## config.mk

```make
export PLATFORM = sky130hd
export DESIGN_NAME = rmse_ram
export DESIGN_NICKNAME = d
export VERILOG_FILES = /design/src/rtl/core/rmse_ram.sv
export SDC_FILE = /design/constraint.sdc
export NUM_CORES = 1
export LEC_CHECK = 0
export BUFFER_PORTS_ARGS = -buffer_cell sky130_fd_sc_hd__buf_2
export CAP_MARGIN = 20
export CORE_UTILIZATION = 50
export CTS_CLUSTER_DIAMETER = 80
export DETAILED_ROUTE_END_ITERATION = 16
export PLACE_DENSITY = 0.67
export SLEW_MARGIN = 20
export SYNTH_ARGS = -nofsm -noshare
export SYNTH_HDL_FRONTEND = slang
export SYNTH_SLANG_ARGS = --single-unit
```

## constraint.sdc

```tcl
create_clock -name i_clk -period 2.2 [get_ports i_clk]
set_input_delay 0.11 -clock i_clk [delete_from_list [all_inputs] [get_ports i_clk]]
set_output_delay 0.11 -clock i_clk [all_outputs]
set_load 0.1 [all_outputs]
```

## src/rtl/core/rmse_ram.sv

```systemverilog
// Generic single-write, single-read RAM with registered read data.
`timescale 1ns / 1ps

module rmse_ram #(
    parameter int WIDTH = 8,
    parameter int DEPTH = 16,
    localparam int AW = (DEPTH > 1) ? $clog2(DEPTH) : 1
) (
    input  logic             i_clk,
    input  logic             i_we,
    input  logic [AW-1:0]    i_waddr,
    input  logic [WIDTH-1:0] i_wdata,
    input  logic             i_re,
    input  logic [AW-1:0]    i_raddr,
    output logic [WIDTH-1:0] o_rdata
);

    logic [WIDTH-1:0] r_mem [DEPTH];
    logic [WIDTH-1:0] r_rdata;

    // Write port
    always_ff @(posedge i_clk) begin
        if (i_we) begin
            r_mem[i_waddr] <= i_wdata;
        end
    end

    // Read port, data held until the next read
    always_ff @(posedge i_clk) begin
        if (i_re) begin
            r_rdata <= r_mem[i_raddr];
        end
    end

    assign o_rdata = r_rdata;

endmodule

```

==> qor.csv <==
stage;metric;value;unit
run_status;status;finished clean;
sta;final total negative setup slack;0;ns
synthesis;Post-Syn Area;5230;um2
route;Vias;2442;
floorplan;# rows;36;
setup_path;worst reg2reg endpoint;o_rdata[2];
grt;vias in the first global route;2593;
floorplan;core box area;9950;um2
synthesis;syn_nets;248;
clock_network;Worst-Skew Late Latency;0.52;ns
min_path;WHS Path Cells;3;
synthesis;cell taking the most area after synthesis;edfxtp_1;
final_layout;most frequent cells in the layout;edfxtp_1, buf_2, mux4_2;
synthesis;syn_area_per_cell;22.8;um2
sta;Slew Limit Fails;0;
clock_network;clk root buf;clkbuf_8;
synthesis;flops & latches, synth;136;
grt;total gr overflow;0;
grt;pin count of the biggest net entering global routing;33;
final_layout;multi-input logic area;1060;um2
sta;headroom to the max-slew limit;48.8;%
pwr;leak pwr;0.00213;uW
sta;RSZ-0062 raised after global routing;no;
setup_path;delay of the slowest critical-path stage;0.52;ns
clock_network;H-Tree Depth;4;
sta;Least-Margin Pin Slew;0.766;ns
sta;f_max;679;MHz
min_path;hold endpoint;r_mem[0][2];
final_layout;register area;4080;um2
route;Routed WL;9.62;mm
setup_path;RR Startpoint;r_mem[1][2];
floorplan;Die Ht;104;um
setup_path;CP max FO;1;
floorplan;Initial Util;52.5;%
clock_network;CTS buffer count;17;
pwr;PwrDens;959;nW/um2
sta;Final Cycle Share;66.9;%
grt;initial antenna violation count;0;
synthesis;ranking of synthesized cells by area;edfxtp_1, mux4_2, mux4_1;
min_path;worst hold start;i_waddr[0];
synthesis;sequential share of the synthesized area;78.1;%
floorplan;IO Pins;27;
final_layout;Post-Layout Cell Count;437;
grt;overall routing resource usage;19.9;%
placement;I/O Buffers;26;
sta;final hold vios;0;
route;DRC;0;
setup_path;data arrival time of the critical path;1.73;ns
sta;Final Setup Violations;0;
clock_network;clk slew on worst S/H paths;0.06;ns
route;Initial DRC Count;209;
floorplan;die area;10900;um2
setup_path;CP Class;flop to flop;
placement;# placed instances;396;
placement;dpl ws;0.501;ns
final_layout;area grow syn2layout;19.8;%
setup_path;CP cell instances;mux4_1 -> a22oi_1 -> nand2_1;
setup_path;crit start category;flop;
synthesis;top cell type's share of synthesized area;78.1;%
clock_network;CTS sink cnt;136;
final_layout;Final Util;62.9;%
synthesis;Cells after Synth;229;
clock_network;CTS tree;built;
final_layout;share of layout cells above drive strength 1;30.6;%
setup_path;CP Launch Point;r_mem[1][2];
final_layout;Ant. Diodes;0;
sta;Clock Skew;0.00875;ns
min_path;worst min path class;input pin to flop;
synthesis;post-synth cell types;18;
placement;HPWL after DPL;5.91;mm
setup_path;Crit. End Element;flop;
grt;first-pass GRT wire length;15.0;mm
setup_path;Crit-path slowest cell;mux4_1;
sta;Final Critical Period;1.47;ns
flow_run;Max-Cap Viols;0;
placement;gpl congestion;0.696;
pwr;maximum VDD drop;0.582;mV
synthesis;Syn. warnings;0;
route;wire length per cell;22.0;um
final_layout;commonest non-fill, non-tap cell in the layout;edfxtp_1;
clock_network;Longest Clk Path Bufs;2;
final_layout;FILL cells;682;
setup_path;WP data required;2.46;ns
setup_path;worst r2r path cells;3;
floorplan;Die Width;104;um
final_layout;nets@finish;310;
route;Avg Vias per Cell;5.59;
route;drt pass-1 iters;4;
sta;worst setup margin;0.727;ns
route;Routed Antenna Nets;0;
setup_path;flop-to-flop setup slack;0.73;ns
power breakdown:
| part | leakage, uW | total [uW] | internal [uW] | switching [uW] |
|---|---|---|---|---|
| Sequential | 0.00124 | 2940 | 2920 | 16.5 |
| Combinational | 0.000616 | 358 | 123 | 235 |
| Clock | 0.000282 | 2710 | 1700 | 1010 |
| Total | 0.00213 | 6010 | 4750 | 1260 |
sequential cells by signal, summed over array words and instances (netlist names):
name / count
o_rdata: 8
r_mem: 128
cell usage after synthesis:
cell type	count
edfxtp_1	136
mux4_2	18
a22oi_1	16
mux4_1	14
nor2_1	13
nand2_1	9
nor3_1	4
buf_2	3
buf_6	3
clkdlybuf4s25_2	3
nand2b_1	2
nand3b_1	2
and2_1	1
and2b_1	1
buf_4	1
nand3_1	1
nor2b_1	1
or3b_2	1
routing by layer:
layer  track usage (%)  up-vias  share of wire (%)
li1                  -     1106                  -
met1              25.6     1258                 42
met2              31.5       71                 52
met3              7.02        7                5.0
met4              7.35        0               0.99
met5                 0        -                  0
how the worst max path moves through the flow:
stage	slack, ns	cells past startpoint	endpoint
floorplan	0.60	2	r_mem[0][0]
global placement	0.53	5	o_rdata[3]
detailed placement	0.50	5	o_rdata[3]
CTS	0.71	3	o_rdata[2]
global route	0.64	3	o_rdata[2]
finish	0.73	3	o_rdata[2]
final cells by class:
class	count	share of cell area (%)
tap	133	2.66
sequential	136	65.2
timing repair buffer	53	6.07
clock buffer	17	6.61
multi-input combinational	83	16.9
clock inverter	15	2.56
per-stage QoR:
| step | area, um2 | hold WS [ns] | total power (uW) |
|---|---|---|---|
| floorplan | 5230 | 0.209 | 3220 |
| global placement | 5600 | 0.490 | 3330 |
| detailed placement | 5600 | 0.495 | 3340 |
| CTS | 6260 | 0.115 | 6050 |
| global route | 6260 | 0.138 | 6190 |
| finish | 6260 | 0.147 | 6010 |
worst max-delay path: cells and delay by family (launching register included):
kind	cells	cell delay, ns
muxes	1	0.52
and+or+nand+nor	1	0.09
AOI/OAI and AO/OA	1	0.25
DFF	1	0.37
kinds of logic (layout without fill, tap and decap cells):
logic type | after synthesis | in the layout | share of synthesized area (%)
flip-flops | 136 | 136 | 78.1
AND/OR/NAND/NOR | 35 | 35 | 3.14
multiplexers | 32 | 32 | 14.8
AO/OA/AOI/OAI | 16 | 16 | 2.30
buffers and inverters | 10 | 85 | 1.65
repair_timing:
item / CTS / global route
setup buffers: 0 / 0
resized for setup: 0 / 0
hold buffers: 9 / 0
hold endpoints to repair: 136 / 0
(Power assumes the default switching activity.)
