$ cat src/rtl/core/rmse_pkg.sv
// Shared types, codes and decode helpers for the register machine step engine.
`timescale 1ns / 1ps

package rmse_pkg;

    // Register file geometry
    localparam int NUM_REGS = 6;
    localparam int REG_AW   = 3;

    // Configuration register indexes
    localparam logic [1:0] CFG_PC_SEL   = 2'd0;
    localparam logic [1:0] CFG_PROG_LEN = 2'd1;
    localparam logic [1:0] CFG_INIT_R0  = 2'd2;

    // Request kinds
    typedef enum logic [1:0] {
        REQ_LOAD    = 2'd0,
        REQ_STEP    = 2'd1,
        REQ_RESTART = 2'd2
    } t_req;

    // Result status codes
    typedef enum logic [2:0] {
        ST_LOADED    = 3'd0,
        ST_EXECUTED  = 3'd1,
        ST_HALTED    = 3'd2,
        ST_BAD       = 3'd3,
        ST_RESTARTED = 3'd4
    } t_status;

    // Opcodes
    typedef enum logic [3:0] {
        OP_ADDR = 4'd0,
        OP_ADDI = 4'd1,
        OP_MULR = 4'd2,
        OP_MULI = 4'd3,
        OP_BANR = 4'd4,
        OP_BANI = 4'd5,
        OP_BORR = 4'd6,
        OP_BORI = 4'd7,
        OP_SETR = 4'd8,
        OP_SETI = 4'd9,
        OP_GTIR = 4'd10,
        OP_GTRI = 4'd11,
        OP_GTRR = 4'd12,
        OP_EQIR = 4'd13,
        OP_EQRI = 4'd14,
        OP_EQRR = 4'd15
    } t_op;

    // Sequencer states
    typedef enum logic [2:0] {
        S_IDLE,
        S_SYNC,
        S_OPS,
        S_EXEC,
        S_MUL,
        S_PCWR,
        S_REPLY
    } t_state;

    // One program word as held in the store
    typedef struct packed {
        logic [3:0]  op;
        logic [31:0] a;
        logic [31:0] b;
        logic [2:0]  c;
    } t_instr;

    localparam int INSTR_W = $bits(t_instr);

    // One buffered input item
    typedef struct packed {
        logic [1:0]         req_type;
        logic [5:0]         load_index;
        logic [3:0]         opcode;
        logic signed [31:0] operand_a;
        logic signed [31:0] operand_b;
        logic [2:0]         operand_c;
    } t_item;

    // Sequencer to ALU control
    typedef struct packed {
        logic start;
        t_op  op;
    } t_alu_ctl;

    // bit 0: operand a names a register, bit 1: operand b names a register
    function automatic logic [1:0] reg_use(input logic [3:0] op);
        logic [1:0] u;
        case (op)
            OP_ADDR, OP_MULR, OP_BANR, OP_BORR, OP_GTRR, OP_EQRR: u = 2'b11;
            OP_ADDI, OP_MULI, OP_BANI, OP_BORI, OP_SETR, OP_GTRI, OP_EQRI: u = 2'b01;
            OP_GTIR, OP_EQIR: u = 2'b10;
            default: u = 2'b00;
        endcase
        return u;
    endfunction

    // A 32-bit operand that is a legal register index
    function automatic logic reg_ok(input logic [31:0] v);
        return (v[31:3] == 29'd0) && (v[2:0] < 3'(NUM_REGS));
    endfunction

endpackage

$ cat src/rtl/core/rmse_alu.sv
// Execute unit: combinational add, logic, set and compare ops and a sequenced wrapping multiplier.
`timescale 1ns / 1ps

module rmse_alu #(
    parameter int WORD_WIDTH = 32
) (
    input  logic                  i_clk,
    input  logic                  i_rst_n,
    input  rmse_pkg::t_alu_ctl    i_ctl,
    input  logic [WORD_WIDTH-1:0] i_ra,
    input  logic [WORD_WIDTH-1:0] i_rb,
    input  logic signed [31:0]    i_opa,
    input  logic signed [31:0]    i_opb,
    output logic [WORD_WIDTH-1:0] o_res,
    output logic                  o_mul_done,
    output logic [WORD_WIDTH-1:0] o_mul_res
);

    // 32x32 partial products: low*low, then the two cross terms for wide words
    localparam int MUL_STEPS = (WORD_WIDTH > 32) ? 3 : 1;

    logic [WORD_WIDTH-1:0] ia;
    logic [WORD_WIDTH-1:0] ib;
    logic [63:0] r_x;
    logic [63:0] r_y;
    logic [63:0] r_prod;
    logic [63:0] r_acc;
    logic [1:0]  r_cnt;
    logic        r_busy;
    logic        r_pv;
    logic        r_psh;
    logic        r_last;
    logic        r_done;
    logic [31:0] mx;
    logic [31:0] my;

    // Immediates: sign-extend from 32 bits, wrap to the word
    assign ia = WORD_WIDTH'(i_opa);
    assign ib = WORD_WIDTH'(i_opb);

    // Combinational operations
    always_comb begin
        case (i_ctl.op)
            rmse_pkg::OP_ADDR: o_res = i_ra + i_rb;
            rmse_pkg::OP_ADDI: o_res = i_ra + ib;
            rmse_pkg::OP_BANR: o_res = i_ra & i_rb;
            rmse_pkg::OP_BANI: o_res = i_ra & ib;
            rmse_pkg::OP_BORR: o_res = i_ra | i_rb;
            rmse_pkg::OP_BORI: o_res = i_ra | ib;
            rmse_pkg::OP_SETR: o_res = i_ra;
            rmse_pkg::OP_SETI: o_res = ia;
            rmse_pkg::OP_GTIR: o_res = WORD_WIDTH'($signed(ia) > $signed(i_rb));
            rmse_pkg::OP_GTRI: o_res = WORD_WIDTH'($signed(i_ra) > $signed(ib));
            rmse_pkg::OP_GTRR: o_res = WORD_WIDTH'($signed(i_ra) > $signed(i_rb));
            rmse_pkg::OP_EQIR: o_res = WORD_WIDTH'(ia == i_rb);
            rmse_pkg::OP_EQRI: o_res = WORD_WIDTH'(i_ra == ib);
            rmse_pkg::OP_EQRR: o_res = WORD_WIDTH'(i_ra == i_rb);
            default:           o_res = '0;
        endcase
    end

    // Operand halves for the current partial product
    always_comb begin
        case (r_cnt)
            2'd0:    begin mx = r_x[31:0];  my = r_y[31:0];  end
            2'd1:    begin mx = r_x[63:32]; my = r_y[31:0];  end
            default: begin mx = r_x[31:0];  my = r_y[63:32]; end
        endcase
    end

    // Multiply sequencer control
    always_ff @(posedge i_clk) begin
        if (!i_rst_n) begin
            r_busy <= 1'b0;
            r_pv   <= 1'b0;
            r_done <= 1'b0;
            r_cnt  <= '0;
        end else begin
            r_done <= 1'b0;
            if (i_ctl.start) begin
                r_busy <= 1'b1;
                r_cnt  <= '0;
                r_pv   <= 1'b0;
            end else if (r_busy) begin
                r_pv <= (r_cnt != 2'(MUL_STEPS));
                if (r_cnt != 2'(MUL_STEPS)) begin
                    r_cnt <= r_cnt + 2'd1;
                end
                if (r_pv && r_last) begin
                    r_busy <= 1'b0;
                    r_done <= 1'b1;
                    r_pv   <= 1'b0;
                end
            end else begin
                r_pv <= 1'b0;
            end
        end
    end

    // Multiply datapath: product register, then shifted accumulate
    always_ff @(posedge i_clk) begin
        if (i_ctl.start) begin
            r_x   <= 64'(i_ra);
            r_y   <= (i_ctl.op == rmse_pkg::OP_MULI) ? 64'(ib) : 64'(i_rb);
            r_acc <= '0;
        end else begin
            if (r_busy && (r_cnt != 2'(MUL_STEPS))) begin
                r_prod <= mx * my;
                r_psh  <= (r_cnt != 2'd0);
                r_last <= (r_cnt == 2'(MUL_STEPS - 1));
            end
            if (r_pv) begin
                r_acc <= r_acc + (r_psh ? (r_prod << 32) : r_prod);
            end
        end
    end

    assign o_mul_done = r_done;
    assign o_mul_res  = WORD_WIDTH'(r_acc);

endmodule

$ cat config.mk
export PLATFORM = sky130hd
export DESIGN_NAME = rmse_alu
export DESIGN_NICKNAME = d
export VERILOG_FILES = /design/src/rtl/core/rmse_pkg.sv /design/src/rtl/core/rmse_alu.sv
export SDC_FILE = /design/constraint.sdc
export NUM_CORES = 2
export LEC_CHECK = 0
export BUFFER_PORTS_ARGS = -buffer_cell sky130_fd_sc_hd__buf_2
export CORE_AREA = 8 8 359 186
export CTS_CLUSTER_DIAMETER = 80
export DETAILED_ROUTE_END_ITERATION = 12
export DIE_AREA = 0 0 367 194
export PLACE_DENSITY = 0.67
export SYNTH_ARGS = -nofsm -noshare
export SYNTH_HDL_FRONTEND = slang
export SYNTH_SLANG_ARGS = --single-unit
export TNS_END_PERCENT = 5
$ cat constraint.sdc
create_clock -name i_clk -period 7.95 [get_ports i_clk]
set_input_delay 0.795 -clock i_clk [delete_from_list [all_inputs] [get_ports i_clk]]
set_output_delay 0.795 -clock i_clk [all_outputs]
set_load 0.01 [all_outputs]
==> results.ini <==
[placed_design]
gp_congestion = 1.00
hpwl_mm = 80.6
dpl.cell_count = 4306
io_buffers = 199

[yosys]
synth_edf_count = 98
async_flop_share = 0
yosysWarnings = 0
synth_nets = 4073
ys_seq_area_frac = 0.134
netlist_instances = 3245
yosys_register_bits = 135
ys.flop_type = edfxtp_1
syn_area_sq_um = 27500
syn_area_per_cell_sq_um = 8.48
yosysUniqueCellTypes = 77

[critical_path]
crit_slowest_cell = fa_1
cp_max_fo = 39
cp-start-kind = flop
arrival_ps = 7940
cp_data_required_time_ps = 8180
crit_top_cell = fa_1
endpoint_kind = flop
max_stage_delay_ps = 560
criticalPathCategory = reg2reg

[cts]
cts_hold_buffers = 0
cts_sinks = 135
clock_path_buffers = 2
htree_levels = 4
root_buffer = clkbuf_16
cts_inserted_buffers = 17
clk_pin_slew_ps = 80
cts_setup_buffers = 0
clk_latency_ps = 480
cts_tree = yes

[die]
coreArea_sq_um = 62000
dieArea_sq_um = 71200
dieWidth_um = 367
io_pins = 200
die_h_um = 194
start_util = 0.444
std_cell_rows = 65

[timing]
setup-violations-final = 0
maxSlewViolCount = 0
maxClockFrequency_mhz = 130
hold_viol = 0
fin_crit_ps = 7710
min_period_over_period = 0.970
tightest_slew_ps = 1230
clock_skew_ps = 26.7
maxSlewHeadroom = 0.174

[global_route]
grt-ovfl-total = 0
grt_pass1_vias = 23700
grt_pass1_wl_mm = 144
grt_max_degree = 65
grtUsageTotal = 0.262
antenna_found_initial = 1

[cells_and_area]
final_cells = 4341
fin_util = 0.505
antenna_cells = 0
syn2layout_area_growth_pct = 13.8
multi_input_area_sq_um = 21500
num-fill-cells = 5941
drive_above_1_share = 0.137
fin_nets = 4319
seq_area_sq_um = 3680

[hold_path]
hold_path_class = reg2reg

[route]
vias_per_cell = 5.48
vias = 23800
drtIter0Drc = 2439
drt_wl_total_mm = 94.8
ant_nets = 0
wl_per_cell_um = 21.8
drc = 0
drt_pass1_iterations = 8

[outcome]
status = complete, no violations

[run]
cap_violations = 0

-- worst max-delay path, delay by kind of cell, from the launching register on --
family	cells	cell delay [ps]
AO/OA/AOI/OAI	7	1620
XOR/XNOR	1	90
adder cells (fa/ha/maj)	10	4190
buffers and inverters	8	840
flip-flops	1	340
AND/OR/NAND/NOR	3	400
-- registers in the layout (all words and copies together) (netlist names) --
signal      flops
r_acc          32
r_cnt           2
r_busy          1
r_psh           1
r_x            32
r_pv            1
r_y            32
o_mul_done      1
r_last          1
r_prod         32
-- metrics by stage --
step	hold slack, ps	instance area (sq um)	setup slack, ps	setup TNS [ps]
final	478	31300	241	0
after global routing	502	31300	-44.7	-50.4
after CTS	467	31000	2.34	0
after global placement	451	30400	136	0
after floorplan	436	27600	15.4	0
after detailed placement	458	30400	16.0	0
-- synth_stat cells, types with 37 or more instances --
master    instances  area (sq um)
inv_1           528          1980
fa_1            410          8210
nor2_1          402          1510
nand2_1         361          1360
ha_1            283          3540
o21ai_0         139           696
clkbuf_1        122           458
a21oi_1         116           581
edfxtp_1         98          2940
xnor2_1          98           858
nor2b_1          74           463
a21o_1           67           503
nand3_1          52           260
nand2b_1         42           263
dfxtp_1          37           741
-- logic make-up (layout without fill, tap and decap cells) --
| group | after synthesis | after routing | share of synthesized area |
|---|---|---|---|
| buffers and inverters | 676 | 934 | 0.0933 |
| xor gates and xnor gates | 131 | 131 | 0.0422 |
| DFF | 135 | 135 | 0.134 |
| muxes | 30 | 30 | 0.0111 |
| adders and majority gates | 693 | 693 | 0.427 |
| AOI/OAI and AO/OA | 503 | 503 | 0.119 |
| and+or+nand+nor | 1077 | 1078 | 0.173 |
-- layout make-up --
type / count / area share
multi-input combinational: 2435 / 0.688
sequential: 135 / 0.118
timing repair buffer: 373 / 0.0786
inverter: 529 / 0.0635
tap: 837 / 0.0335
clock buffer: 18 / 0.0137
clock inverter: 14 / 0.00500
-- repair_timing --
action,in CTS,in global routing
setup endpoints to repair,1,13
pin swaps,0,12
resized for setup,1,70
gates cloned,0,3
-- routing by layer --
layer	vias to the layer above	global-route usage	wire length (um)	part of all wire
li1	11000	-	-	-
met2	1213	0.333	34800	0.37
met3	82	0.146	15200	0.16
met1	11500	0.390	43800	0.46
met5	-	0.00824	90	0.00095
met4	4	0.0299	925	0.0098
-- final timing paths --
kind | depth (start not counted) | to | start | slack, ps
setup / recovery | 29 | r_prod[31] | r_cnt[1] | 240
hold / removal | 2 | r_cnt[1] | r_cnt[1] | 480
setup reg to reg | 29 | r_prod[31] | r_cnt[1] | 240
hold reg to reg | 2 | r_cnt[1] | r_cnt[1] | 480
-- layout by cell type (no fill, tap or decap), types with 96 or more instances in the layout --
cell,n
nand2_1,349
ha_1,277
nor2_1,396
inv_1,528
edfxtp_1,98
fa_1,405
o21ai_0,138
buf_4,157
xnor2_1,96
a21oi_1,114
buf_2,199
Power is left out: the tool's default activity adds up to more than one toggle a clock period on the data nets, which glitch-free logic cannot reach.
